<file path="src/rtl/core/assert_macros.svh">
`ifndef ASSERT_MACROS_SVH
`define ASSERT_MACROS_SVH

// Both macros sample on clk and are off while arst_n is low.

// Implication in the same cycle.
`define SVAG_ASSERT_HOLDS(label, ante, cons, msg) \
	label: assert property (@(posedge clk) disable iff (!arst_n) (ante) |-> (cons)) \
		else $error(msg);

// Implication in the next cycle.
`define SVAG_ASSERT_NEXT(label, ante, cons, msg) \
	label: assert property (@(posedge clk) disable iff (!arst_n) (ante) |=> (cons)) \
		else $error(msg);

`endif

</file>
<file path="src/rtl/core/svag_pkg.sv">
`default_nettype none

package svag_pkg;

	localparam int PACK_DIMS = 4;
	localparam int SIZE_W    = 16;
	localparam int IDX_W     = 32;
	localparam int OFF_W     = 36;
	localparam int DIV_W     = 48;
	localparam int PROD_W    = 50;
	localparam int DCNT_W    = 5;
	localparam int PADDR_W   = 6;
	localparam int PDATA_W   = 64;

	localparam logic CMD_START   = 1'b0;
	localparam logic CMD_ADVANCE = 1'b1;

	localparam logic [2:0]  DIM_COUNT_RST     = 3'd1;
	localparam logic [31:0] SOURCE_LENGTH_RST = 32'd1;

	typedef enum logic [2:0] {
		REG_DIM_COUNT     = 3'd0,
		REG_DIM_SIZES     = 3'd1,
		REG_DIM_STRIDES   = 3'd2,
		REG_BASE_OFFSET   = 3'd3,
		REG_SOURCE_LENGTH = 3'd4
	} reg_idx_t;

	typedef struct packed {
		logic        cmd;
		logic [31:0] flat_index;
	} req_t;

	typedef struct packed {
		logic [31:0] source_index;
		logic        out_of_range;
	} rsp_t;

	typedef struct packed {
		logic [2:0]         dim_count;
		logic [63:0]        dim_sizes;
		logic [63:0]        dim_strides;
		logic signed [31:0] base_offset;
		logic [31:0]        source_length;
	} cfg_t;

	typedef logic [3:0] upc_t;

	localparam upc_t UA_IDLE     = 4'd0;
	localparam upc_t UA_ST_INIT  = 4'd1;
	localparam upc_t UA_ST_PREP  = 4'd2;
	localparam upc_t UA_ST_PREPW = 4'd3;
	localparam upc_t UA_ST_DIV0  = 4'd4;
	localparam upc_t UA_ST_DIV   = 4'd5;
	localparam upc_t UA_ST_DIGIT = 4'd6;
	localparam upc_t UA_ST_ACC   = 4'd7;
	localparam upc_t UA_DONE     = 4'd8;
	localparam upc_t UA_AD_INC   = 4'd9;
	localparam upc_t UA_AD_TEST  = 4'd10;
	localparam upc_t UA_AD_CARRY = 4'd11;

	typedef enum logic [1:0] {
		MUL_NONE,
		MUL_DIV_SIZE,
		MUL_Q_STRIDE,
		MUL_SIZE_STRIDE
	} mul_sel_t;

	typedef enum logic [2:0] {
		ACC_NONE,
		ACC_LOAD_BASE,
		ACC_ADD_PROD,
		ACC_SUB_PROD,
		ACC_ADD_STRIDE
	} acc_op_t;

	typedef enum logic [2:0] {
		DIG_NONE,
		DIG_CLEAR_ALL,
		DIG_WRITE_Q,
		DIG_INC,
		DIG_ZERO
	} dig_op_t;

	typedef enum logic [1:0] {
		PTR_NONE,
		PTR_LAST,
		PTR_INC,
		PTR_DEC
	} ptr_op_t;

	typedef enum logic [1:0] {
		DIV_NONE,
		DIV_INIT,
		DIV_STEP
	} div_op_t;

	typedef enum logic [1:0] {
		TAB_NONE,
		TAB_INIT,
		TAB_WRITE
	} tab_op_t;

	typedef enum logic [2:0] {
		JMP_NONE,
		JMP_ALWAYS,
		JMP_DISPATCH,
		JMP_PTR_ZERO,
		JMP_PTR_NOT_LAST,
		JMP_DIV_MORE,
		JMP_NO_CARRY
	} jmp_t;

	typedef struct packed {
		mul_sel_t mul;
		acc_op_t  acc;
		dig_op_t  dig;
		ptr_op_t  ptr;
		div_op_t  div;
		tab_op_t  tab;
		logic     rem_load;
		logic     emit;
		jmp_t     jmp;
		upc_t     target;
	} uword_t;

	typedef struct packed {
		logic ptr_zero;
		logic ptr_last;
		logic div_more;
		logic carry;
		logic out_free;
	} stat_t;

	localparam uword_t UWORD_NOP = '{
		mul:      MUL_NONE,
		acc:      ACC_NONE,
		dig:      DIG_NONE,
		ptr:      PTR_NONE,
		div:      DIV_NONE,
		tab:      TAB_NONE,
		rem_load: 1'b0,
		emit:     1'b0,
		jmp:      JMP_NONE,
		target:   UA_IDLE
	};

	// Control store. Without a taken jump the program steps to the next word.
	function automatic uword_t urom(input upc_t a);
		uword_t w;
		w = UWORD_NOP;
		case (a)
			UA_IDLE: begin
				w.ptr = PTR_LAST;
				w.jmp = JMP_DISPATCH;
			end
			UA_ST_INIT: begin
				w.acc = ACC_LOAD_BASE;
				w.dig = DIG_CLEAR_ALL;
				w.tab = TAB_INIT;
			end
			// row-major divisors, innermost outward
			UA_ST_PREP: begin
				w.mul    = MUL_DIV_SIZE;
				w.jmp    = JMP_PTR_ZERO;
				w.target = UA_ST_DIV0;
			end
			UA_ST_PREPW: begin
				w.tab    = TAB_WRITE;
				w.ptr    = PTR_DEC;
				w.jmp    = JMP_ALWAYS;
				w.target = UA_ST_PREP;
			end
			UA_ST_DIV0: begin
				w.div = DIV_INIT;
			end
			UA_ST_DIV: begin
				w.div    = DIV_STEP;
				w.jmp    = JMP_DIV_MORE;
				w.target = UA_ST_DIV;
			end
			UA_ST_DIGIT: begin
				w.dig      = DIG_WRITE_Q;
				w.rem_load = 1'b1;
				w.mul      = MUL_Q_STRIDE;
			end
			UA_ST_ACC: begin
				w.acc    = ACC_ADD_PROD;
				w.ptr    = PTR_INC;
				w.jmp    = JMP_PTR_NOT_LAST;
				w.target = UA_ST_DIV0;
			end
			UA_DONE: begin
				w.emit   = 1'b1;
				w.jmp    = JMP_ALWAYS;
				w.target = UA_IDLE;
			end
			UA_AD_INC: begin
				w.dig = DIG_INC;
				w.acc = ACC_ADD_STRIDE;
			end
			UA_AD_TEST: begin
				w.mul    = MUL_SIZE_STRIDE;
				w.jmp    = JMP_NO_CARRY;
				w.target = UA_DONE;
			end
			UA_AD_CARRY: begin
				w.acc    = ACC_SUB_PROD;
				w.dig    = DIG_ZERO;
				w.ptr    = PTR_DEC;
				w.jmp    = JMP_ALWAYS;
				w.target = UA_AD_INC;
			end
			default: begin
				w.jmp    = JMP_ALWAYS;
				w.target = UA_IDLE;
			end
		endcase
		return w;
	endfunction

endpackage

`default_nettype wire

</file>
<file path="src/rtl/core/strided_view_address_generator.sv">
// Channel   Direction  Word                          Handshake
// req       in         cmd, flat_index               req_valid / req_stall
// rsp       out        source_index, out_of_range    rsp_valid / rsp_stall
// apb       in/out     five registers at 8*i         psel, penable, pwrite, pready
//
// Advance: bump the innermost digit, add its stride, and per carried dimension zero it,
// take back size*stride and move out. Start: the one-bit-per-cycle divider (32 steps
// per digit) and the shared 33x17 multiplier serve each dimension; idle between words.
// Reset clears digits, offset and sequencer; no memory sweep is needed.
// req_stall is high while a program runs; a result waiting in the output
// register does not block the next word, only the final result step.

`default_nettype none

`include "assert_macros.svh"

module strided_view_address_generator #(
	parameter int MAX_DIMS = 4
) (
	input  wire logic                           clk,
	input  wire logic                           arst_n,
	input  wire logic                           psel,
	input  wire logic                           penable,
	input  wire logic                           pwrite,
	input  wire logic [svag_pkg::PADDR_W-1:0]   paddr,
	input  wire logic [svag_pkg::PDATA_W-1:0]   pwdata,
	output logic      [svag_pkg::PDATA_W-1:0]   prdata,
	output logic                                pready,
	input  wire logic                           req_valid,
	output logic                                req_stall,
	input  wire svag_pkg::req_t                 req,
	output logic                                rsp_valid,
	input  wire logic                           rsp_stall,
	output svag_pkg::rsp_t                      rsp
);

	svag_pkg::cfg_t   cfg;
	svag_pkg::uword_t ctrl;
	svag_pkg::stat_t  stat;
	logic             idle;
	logic             accept;

	assign req_stall = !idle;
	assign accept    = req_valid && !req_stall;

	svag_cfg_regs u_cfg (
		.clk     (clk),
		.arst_n  (arst_n),
		.psel    (psel),
		.penable (penable),
		.pwrite  (pwrite),
		.paddr   (paddr),
		.pwdata  (pwdata),
		.prdata  (prdata),
		.pready  (pready),
		.cfg     (cfg)
	);

	svag_useq u_useq (
		.clk    (clk),
		.arst_n (arst_n),
		.accept (accept),
		.cmd    (req.cmd),
		.stat   (stat),
		.ctrl   (ctrl),
		.idle   (idle)
	);

	svag_datapath #(
		.MAX_DIMS (MAX_DIMS)
	) u_dp (
		.clk        (clk),
		.arst_n     (arst_n),
		.cfg        (cfg),
		.ctrl       (ctrl),
		.accept     (accept),
		.flat_index (req.flat_index),
		.rsp_stall  (rsp_stall),
		.stat       (stat),
		.rsp_valid  (rsp_valid),
		.rsp        (rsp)
	);

	`SVAG_ASSERT_NEXT(a_accept_starts, accept, req_stall, "accepted word did not start a program")
	`SVAG_ASSERT_NEXT(a_emit_loads, ctrl.emit && stat.out_free, rsp_valid, "result step lost its word")
	`SVAG_ASSERT_HOLDS(a_clamp_zero, rsp_valid && rsp.out_of_range, rsp.source_index == '0, "clamped index not zero")

endmodule

`default_nettype wire

</file>
<file path="src/rtl/core/svag_cfg_regs.sv">
`default_nettype none

module svag_cfg_regs (
	input  wire logic                               clk,
	input  wire logic                               arst_n,
	input  wire logic                               psel,
	input  wire logic                               penable,
	input  wire logic                               pwrite,
	input  wire logic [svag_pkg::PADDR_W-1:0]       paddr,
	input  wire logic [svag_pkg::PDATA_W-1:0]       pwdata,
	output logic      [svag_pkg::PDATA_W-1:0]       prdata,
	output logic                                    pready,
	output svag_pkg::cfg_t                          cfg
);

	svag_pkg::cfg_t cfg_q;
	logic           wr_en;
	logic [2:0]     reg_sel;

	assign pready  = 1'b1;
	assign wr_en   = psel && penable && pwrite && pready;
	assign reg_sel = paddr[svag_pkg::PADDR_W-1 -: 3];
	assign cfg     = cfg_q;

	always_ff @(posedge clk or negedge arst_n) begin
		if (!arst_n) begin
			cfg_q.dim_count     <= svag_pkg::DIM_COUNT_RST;
			cfg_q.dim_sizes     <= '0;
			cfg_q.dim_strides   <= '0;
			cfg_q.base_offset   <= '0;
			cfg_q.source_length <= svag_pkg::SOURCE_LENGTH_RST;
		end else if (wr_en) begin
			case (reg_sel)
				svag_pkg::REG_DIM_COUNT:     cfg_q.dim_count     <= pwdata[2:0];
				svag_pkg::REG_DIM_SIZES:     cfg_q.dim_sizes     <= pwdata;
				svag_pkg::REG_DIM_STRIDES:   cfg_q.dim_strides   <= pwdata;
				svag_pkg::REG_BASE_OFFSET:   cfg_q.base_offset   <= pwdata[31:0];
				svag_pkg::REG_SOURCE_LENGTH: cfg_q.source_length <= pwdata[31:0];
				default: ;
			endcase
		end
	end

	always_comb begin
		case (reg_sel)
			svag_pkg::REG_DIM_COUNT:     prdata = 64'(cfg_q.dim_count);
			svag_pkg::REG_DIM_SIZES:     prdata = cfg_q.dim_sizes;
			svag_pkg::REG_DIM_STRIDES:   prdata = cfg_q.dim_strides;
			svag_pkg::REG_BASE_OFFSET:   prdata = {32'd0, cfg_q.base_offset};
			svag_pkg::REG_SOURCE_LENGTH: prdata = 64'(cfg_q.source_length);
			default:                     prdata = '0;
		endcase
	end

endmodule

`default_nettype wire

</file>
<file path="src/rtl/core/svag_useq.sv">
`default_nettype none

module svag_useq (
	input  wire logic             clk,
	input  wire logic             arst_n,
	input  wire logic             accept,
	input  wire logic             cmd,
	input  wire svag_pkg::stat_t  stat,
	output svag_pkg::uword_t      ctrl,
	output logic                  idle
);

	svag_pkg::upc_t upc_q;
	svag_pkg::upc_t upc_nxt;
	svag_pkg::upc_t target;
	logic           taken;
	logic           hold;

	always_comb begin
		ctrl   = svag_pkg::urom(upc_q);
		target = ctrl.target;
		taken  = 1'b0;
		hold   = 1'b0;
		case (ctrl.jmp)
			svag_pkg::JMP_NONE:         taken = 1'b0;
			svag_pkg::JMP_ALWAYS:       taken = 1'b1;
			svag_pkg::JMP_DISPATCH: begin
				taken  = 1'b1;
				hold   = !accept;
				target = (cmd == svag_pkg::CMD_ADVANCE) ? svag_pkg::UA_AD_INC
									: svag_pkg::UA_ST_INIT;
			end
			svag_pkg::JMP_PTR_ZERO:     taken = stat.ptr_zero;
			svag_pkg::JMP_PTR_NOT_LAST: taken = !stat.ptr_last;
			svag_pkg::JMP_DIV_MORE:     taken = stat.div_more;
			svag_pkg::JMP_NO_CARRY:     taken = !stat.carry;
			default:                    taken = 1'b0;
		endcase
		// result step waits for room in the output register
		if (ctrl.emit && !stat.out_free) begin
			hold = 1'b1;
		end
		if (hold) begin
			upc_nxt = upc_q;
		end else if (taken) begin
			upc_nxt = target;
		end else begin
			upc_nxt = upc_q + 4'd1;
		end
	end

	assign idle = (upc_q == svag_pkg::UA_IDLE);

	always_ff @(posedge clk or negedge arst_n) begin
		if (!arst_n) begin
			upc_q <= svag_pkg::UA_IDLE;
		end else begin
			upc_q <= upc_nxt;
		end
	end

endmodule

`default_nettype wire

</file>
<file path="src/rtl/core/svag_datapath.sv">
`default_nettype none

module svag_datapath #(
	parameter int MAX_DIMS = 4
) (
	input  wire logic                          clk,
	input  wire logic                          arst_n,
	input  wire svag_pkg::cfg_t                cfg,
	input  wire svag_pkg::uword_t              ctrl,
	input  wire logic                          accept,
	input  wire logic [svag_pkg::IDX_W-1:0]    flat_index,
	input  wire logic                          rsp_stall,
	output svag_pkg::stat_t                    stat,
	output logic                               rsp_valid,
	output svag_pkg::rsp_t                     rsp
);

	localparam int NDIM = (MAX_DIMS < svag_pkg::PACK_DIMS) ? MAX_DIMS : svag_pkg::PACK_DIMS;
	localparam int DW   = (NDIM > 1) ? $clog2(NDIM) : 1;
	localparam logic [3:0] NDIM_N = 4'(NDIM);

	logic [DW-1:0]                  d_q;
	logic [DW-1:0]                  n_last;
	logic [3:0]                     n_act;
	logic [1:0]                     d_pack;
	logic [svag_pkg::SIZE_W-1:0]    digit_q [NDIM];
	logic [svag_pkg::DIV_W-1:0]     divtab_q [NDIM];
	logic [svag_pkg::OFF_W-1:0]     off_q;
	logic [svag_pkg::IDX_W-1:0]     rem_q;
	logic [svag_pkg::IDX_W-1:0]     r_q;
	logic [svag_pkg::IDX_W-1:0]     quo_q;
	logic [svag_pkg::DCNT_W-1:0]    div_cnt_q;
	logic signed [svag_pkg::PROD_W-1:0] prod_q;
	logic signed [32:0]             mul_a;
	logic signed [16:0]             mul_b;
	logic [svag_pkg::SIZE_W-1:0]    sz;
	logic [svag_pkg::SIZE_W-1:0]    st;
	logic [svag_pkg::SIZE_W-1:0]    dig_cur;
	logic [svag_pkg::DIV_W-1:0]     div_cur;
	logic                           div_zero;
	logic [svag_pkg::SIZE_W-1:0]    qsat;
	logic [32:0]                    r_sh;
	logic [32:0]                    r_sub;
	logic                           r_ge;
	logic                           out_free;
	logic                           bad;
	logic                           rsp_valid_q;
	svag_pkg::rsp_t                 rsp_q;

	// dimension count 0 acts as 1, larger counts saturate
	always_comb begin
		if (cfg.dim_count == 3'd0) begin
			n_act = 4'd1;
		end else if ({1'b0, cfg.dim_count} > NDIM_N) begin
			n_act = NDIM_N;
		end else begin
			n_act = {1'b0, cfg.dim_count};
		end
		n_last = DW'(n_act - 4'd1);
	end

	assign d_pack   = 2'(d_q);
	assign sz       = cfg.dim_sizes[{d_pack, 4'b0} +: svag_pkg::SIZE_W];
	assign st       = cfg.dim_strides[{d_pack, 4'b0} +: svag_pkg::SIZE_W];
	assign dig_cur  = digit_q[d_q];
	assign div_cur  = divtab_q[d_q];
	assign div_zero = (div_cur == '0);

	// zero divisor leaves a zero digit; large quotients saturate
	always_comb begin
		if (div_zero) begin
			qsat = '0;
		end else if (|quo_q[31:16]) begin
			qsat = '1;
		end else begin
			qsat = quo_q[15:0];
		end
	end

	// restoring divider, one quotient bit per step
	assign r_sh  = {r_q, quo_q[31]};
	assign r_ge  = ({15'd0, r_sh} >= div_cur);
	assign r_sub = r_sh - div_cur[32:0];

	always_comb begin
		case (ctrl.mul)
			svag_pkg::MUL_DIV_SIZE: begin
				mul_a = {1'b0, div_cur[31:0]};
				mul_b = {1'b0, sz};
			end
			svag_pkg::MUL_Q_STRIDE: begin
				mul_a = {17'd0, qsat};
				mul_b = {st[15], st};
			end
			svag_pkg::MUL_SIZE_STRIDE: begin
				mul_a = {17'd0, sz};
				mul_b = {st[15], st};
			end
			default: begin
				mul_a = '0;
				mul_b = '0;
			end
		endcase
	end

	assign out_free = !rsp_valid_q || !rsp_stall;
	assign bad      = off_q[svag_pkg::OFF_W-1] || (off_q >= {4'd0, cfg.source_length});

	assign stat.ptr_zero = (d_q == '0);
	assign stat.ptr_last = (d_q == n_last);
	assign stat.div_more = (div_cnt_q != '0);
	assign stat.carry    = (d_q != '0) && (dig_cur >= sz);
	assign stat.out_free = out_free;

	assign rsp_valid = rsp_valid_q;
	assign rsp       = rsp_q;

	always_ff @(posedge clk or negedge arst_n) begin
		if (!arst_n) begin
			d_q         <= '0;
			div_cnt_q   <= '0;
			off_q       <= '0;
			rsp_valid_q <= 1'b0;
			for (int i = 0; i < NDIM; i++) begin
				digit_q[i] <= '0;
			end
		end else begin
			case (ctrl.ptr)
				svag_pkg::PTR_LAST: d_q <= n_last;
				svag_pkg::PTR_INC: begin
					if (d_q != n_last) begin
						d_q <= d_q + 1'b1;
					end
				end
				svag_pkg::PTR_DEC:  d_q <= d_q - 1'b1;
				default: ;
			endcase

			case (ctrl.div)
				svag_pkg::DIV_INIT: div_cnt_q <= '1;
				svag_pkg::DIV_STEP: div_cnt_q <= div_cnt_q - 1'b1;
				default: ;
			endcase

			case (ctrl.acc)
				svag_pkg::ACC_LOAD_BASE:
					off_q <= {{4{cfg.base_offset[31]}}, cfg.base_offset};
				svag_pkg::ACC_ADD_PROD:
					off_q <= off_q + prod_q[svag_pkg::OFF_W-1:0];
				svag_pkg::ACC_SUB_PROD:
					off_q <= off_q - prod_q[svag_pkg::OFF_W-1:0];
				svag_pkg::ACC_ADD_STRIDE:
					off_q <= off_q + {{20{st[15]}}, st};
				default: ;
			endcase

			case (ctrl.dig)
				svag_pkg::DIG_CLEAR_ALL: begin
					for (int i = 0; i < NDIM; i++) begin
						digit_q[i] <= '0;
					end
				end
				svag_pkg::DIG_WRITE_Q: digit_q[d_q] <= qsat;
				svag_pkg::DIG_INC:     digit_q[d_q] <= dig_cur + 16'd1;
				svag_pkg::DIG_ZERO:    digit_q[d_q] <= '0;
				default: ;
			endcase

			if (ctrl.emit && out_free) begin
				rsp_valid_q <= 1'b1;
			end else if (!rsp_stall) begin
				rsp_valid_q <= 1'b0;
			end
		end
	end

	always_ff @(posedge clk) begin
		if (accept) begin
			rem_q <= flat_index;
		end else if (ctrl.rem_load && !div_zero) begin
			rem_q <= r_q;
		end

		case (ctrl.div)
			svag_pkg::DIV_INIT: begin
				r_q   <= '0;
				quo_q <= rem_q;
			end
			svag_pkg::DIV_STEP: begin
				r_q   <= r_ge ? r_sub[31:0] : r_sh[31:0];
				quo_q <= {quo_q[30:0], r_ge};
			end
			default: ;
		endcase

		if (ctrl.mul != svag_pkg::MUL_NONE) begin
			prod_q <= mul_a * mul_b;
		end

		case (ctrl.tab)
			svag_pkg::TAB_INIT:  divtab_q[n_last] <= 48'd1;
			svag_pkg::TAB_WRITE: divtab_q[d_q - 1'b1] <= prod_q[svag_pkg::DIV_W-1:0];
			default: ;
		endcase

		if (ctrl.emit && out_free) begin
			rsp_q.source_index <= bad ? '0 : off_q[31:0];
			rsp_q.out_of_range <= bad;
		end
	end

endmodule

`default_nettype wire

</file>
<file path="config.mk">
export PLATFORM = sky130hd
export DESIGN_NAME = strided_view_address_generator
export DESIGN_NICKNAME = d
export VERILOG_FILES = /design/src/rtl/core/svag_pkg.sv /design/src/rtl/core/strided_view_address_generator.sv /design/src/rtl/core/svag_cfg_regs.sv /design/src/rtl/core/svag_useq.sv /design/src/rtl/core/svag_datapath.sv
export VERILOG_INCLUDE_DIRS = /design/src /design/src/rtl/core
export SDC_FILE = /design/constraint.sdc
export NUM_CORES = 2
export LEC_CHECK = 0
export BUFFER_PORTS_ARGS = -buffer_cell sky130_fd_sc_hd__buf_2
export CAP_MARGIN = 20
export CORE_ASPECT_RATIO = 1.5
export CORE_MARGIN = 5
export CORE_UTILIZATION = 45
export DETAILED_ROUTE_END_ITERATION = 10
export PLACE_DENSITY = 0.64
export SETUP_SLACK_MARGIN = 0.5
export SYNTH_ARGS = -nofsm -noshare
export SYNTH_HDL_FRONTEND = slang
export SYNTH_SLANG_ARGS = --single-unit
</file>
<file path="constraint.sdc">
create_clock -name clk -period 12.5 [get_ports clk]
set_clock_uncertainty 0.1 [all_clocks]
set_input_delay 1.25 -clock clk [delete_from_list [all_inputs] [get_ports clk]]
set_output_delay 1.25 -clock clk [all_outputs]
set_load 0.005 [all_outputs]
</file>
==> out/results.tsv <==
stage	metric	value	unit
logic_synthesis	synth_nets	5937	
logic_synthesis	syn_area	0.0528	mm2
floorplanning	initial_core_util	0.451	
logic_synthesis	syn_inst	5100	
sta	fin_crit_sh	0.929	
grt	grt_remaining_overflow	0	
place	hpwlAfterDp	127000	um
cells_and_area	seq_area	0.0188	mm2
worst_setup_path	worstSetupEndpointType	register	
grt	antenna_found_initial	7	
cells_and_area	multiInputGateArea	0.0307	mm2
detailed_routing	dr.pass1.iters	6	
power	p_per_area	184	mW/mm2
sta	finalSetupTns	0	ps
grt	grt_pass1_vias	40700	
sta	period_minus_slack	11620	ps
detailed_routing	drt_wl_total	165000	um
worst_setup_path	path_class	reg -> reg	
clocking	cts_tree	built	
logic_synthesis	yosysUniqueCellTypes	80	
power	p_leak	26.0	nW
min_path	hold_class	reg -> reg	
power	vdd_drop_max	0.174	mV
sta	worst_pin_slew	1200	ps
run	cap_violations	0	
clocking	cts_setup_buffers	0	
logic_synthesis	seq_area_frac_synth	0.356	
logic_synthesis	synth_common_cells	inv_1 (663), nand2_1 (589), fa_1 (451), nor2_1 (449), edfxtp_1 (369)	
place	port_buffers	205	
grt	grt_start_max_net_pins	94	
grt	grt_use_total	0.265	
clocking	cts.sinks	676	
worst_setup_path	required	12840	ps
worst_setup_path	crit_path_top_delay_cell	dfrtp_4	
cells_and_area	finish.utilization	0.499	
floorplanning	num_rows	154	
worst_setup_path	cp-start-kind	register	
clocking	clockBufferDepth	3	
clocking	cts_resized	0	
logic_synthesis	synth_edf_count	369	
cells_and_area	fillers	10700	
detailed_routing	antenna_left	0	
detailed_routing	drc	0	
logic_synthesis	yosysTopAreaCell	edfxtp_1	
clocking	htree_levels	3	
clocking	clock_latency	700	ps
detailed_routing	wire_per_inst	24.1	um
sta	hold_viol	0	
logic_synthesis	synthFlopType	edfxtp_1	
detailed_routing	vias_per_cell	5.79	
cells_and_area	syn2layout_area_growth	10.5	%
logic_synthesis	netlist_top_cells_area	edfxtp_1 (21%), fa_1 (17%), dfrtp_1 (14%), ha_1 (6.5%), mux2_2 (4.9%)	
clocking	clk_pin_slew	70	ps
cells_and_area	nNetsFinal	6082	
floorplanning	die_width	290	um
logic_synthesis	yosys_register_bits	676	
floorplanning	ios	210	
worst_setup_path	crit_top_cell	fa_1	
floorplanning	core_region_area	0.117	mm2
logic_synthesis	avgSynthCellArea	10.3	um2
logic_synthesis	yosysMostFrequentCell	inv_1	
sta	rsz0062_at_grt	false	
worst_setup_path	cpPeakStageDelay	980	ps
floorplanning	die_area	0.124	mm2
floorplanning	die_h	429	um
clocking	cts_hold_buf	0	
sta	max-slew-margin-rel	0.203	
sta	drv_slew	0	
sta	finalSetupViolCount	0	
clocking	cts_buffers	73	
cells_and_area	drive_gt1_frac	0.149	
detailed_routing	drt-initial-drc-count	3327	
place	place_congestion	0.924	
clocking	cts_root_buf	clkbuf_16	
logic_synthesis	yosysWarnings	0	
sta	max_freq	0.0861	GHz
logic_synthesis	async_flop_share	0.454	
logic_synthesis	synth_top_cell_area_share	0.210	
run_status	outcome	complete, no violations	
grt	grt_pass1_wl	250000	um
worst_setup_path	path_max_fanout	42	
worst_setup_path	worstPathArrival	11960	ps
detailed_routing	dr_total_vias	39800	
power breakdown:
part	internal (W)	switching, W	leakage, nW
combinational	0.00181	0.00307	17.4
clock	0.00130	0.000980	1.20
sequential	0.00306	0.000492	7.38
sequential cells by signal (all words and copies together), names as in the netlist:
name and count:
u_dp.div_cnt_q 5, u_dp.rem_q 32, u_dp.r_q 32, u_dp.divtab_q 192, u_dp.prod_q 48, u_dp.digit_q 64, u_dp.off_q 36, u_useq.upc_q 4
u_dp.quo_q 32, u_dp.d_pack 2, u_dp.rsp 33, u_dp.rsp_valid 1, u_cfg.cfg 195
critical path, delay by kind of cell (launching register included):
kind	cells	cell delay (ps)
AO/OA/AOI/OAI	9	3890
adder cells (fa/ha/maj)	7	3310
AND/OR/NAND/NOR	7	1830
flip-flops	1	980
multiplexers	1	730
buffers and inverters	4	380
XOR/XNOR	1	100
routing by layer:
layer	GRT usage	vias up	part of all wire
met4	0.148	6	0.068
met1	0.342	20100	0.39
li1	-	17600	-
met5	0	-	0.00016
met3	0.0412	393	0.070
met2	0.429	1648	0.47
cells in the final DEF, fill, tap and decap left out, types with 54 or more instances in the layout:
master     Yosys  routed
nand2_1      589     587
xnor2_1       79      79
ha_1         276     275
and2_1        95      95
a21o_1        90      90
a22oi_1       78      76
clkbuf_16      0      73
dfrtp_1      305     302
nor2_1       449     442
edfxtp_1     369     369
a21oi_1      171     170
mux4_2        81      81
buf_4          2     103
inv_1        663     663
xor2_1        54      54
fa_1         451     451
buf_2         15     204
o21ai_0      221     221
mux2_2       229     229
mux2i_1       72      72
kinds of logic after synthesis:
| logic type | share of synthesized area |
|---|---|
| AOI/OAI and AO/OA | 0.105 |
| xor gates and xnor gates | 0.0221 |
| adders and majority gates | 0.237 |
| buffers and inverters | 0.0649 |
| DFF | 0.356 |
| muxes | 0.0974 |
| other | 0.0000711 |
| and+or+nand+nor | 0.119 |
area by class of cell:
| type | instances | area share |
|---|---|---|
| Multi-Input combinational cell | 3518 | 0.526 |
| Sequential cell | 676 | 0.322 |
| Inverter | 665 | 0.0428 |
| Tap cell | 1560 | 0.0335 |
| Clock buffer | 90 | 0.0333 |
| Timing Repair Buffer | 311 | 0.0320 |
| Clock inverter | 41 | 0.00993 |
| Antenna cell | 5 | 0.000214 |
through the flow:
| stage | worst slack [ps] | cells | hold slack [ps] | total power [W] | cell area (um2) |
|---|---|---|---|---|---|
| final | 882 | 6866 | 387 | 0.0107 | 58300 |
| after global routing | 582 | 6863 | 414 | 0.0113 | 58300 |
| after CTS | 984 | 6858 | 392 | 0.0107 | 58300 |
| after detailed placement | 1010 | 6727 | 380 | 0.00839 | 55700 |
| after global placement | 1020 | 6725 | 372 | 0.00830 | 55700 |
| after floorplan | 2710 | 5100 | 350 | 0.00669 | 52800 |
final timing paths:
path	start	depth (start not counted)	to	slack [ps]
worst max-delay path	u_dp.d_pack[0]	29	u_dp.prod_q[45]	880
worst min-delay path	u_dp.digit_q[33]	1	u_dp.digit_q[33]	390
worst max register to register	u_dp.d_pack[0]	29	u_dp.prod_q[45]	880
worst min register to register	u_dp.digit_q[33]	1	u_dp.digit_q[33]	390
max in group asynchronous	arst_n	2	u_dp.d_pack[0]	10190
min in group asynchronous	arst_n	1	u_cfg.cfg[133]	460
Power figures use the tool's default switching activity.
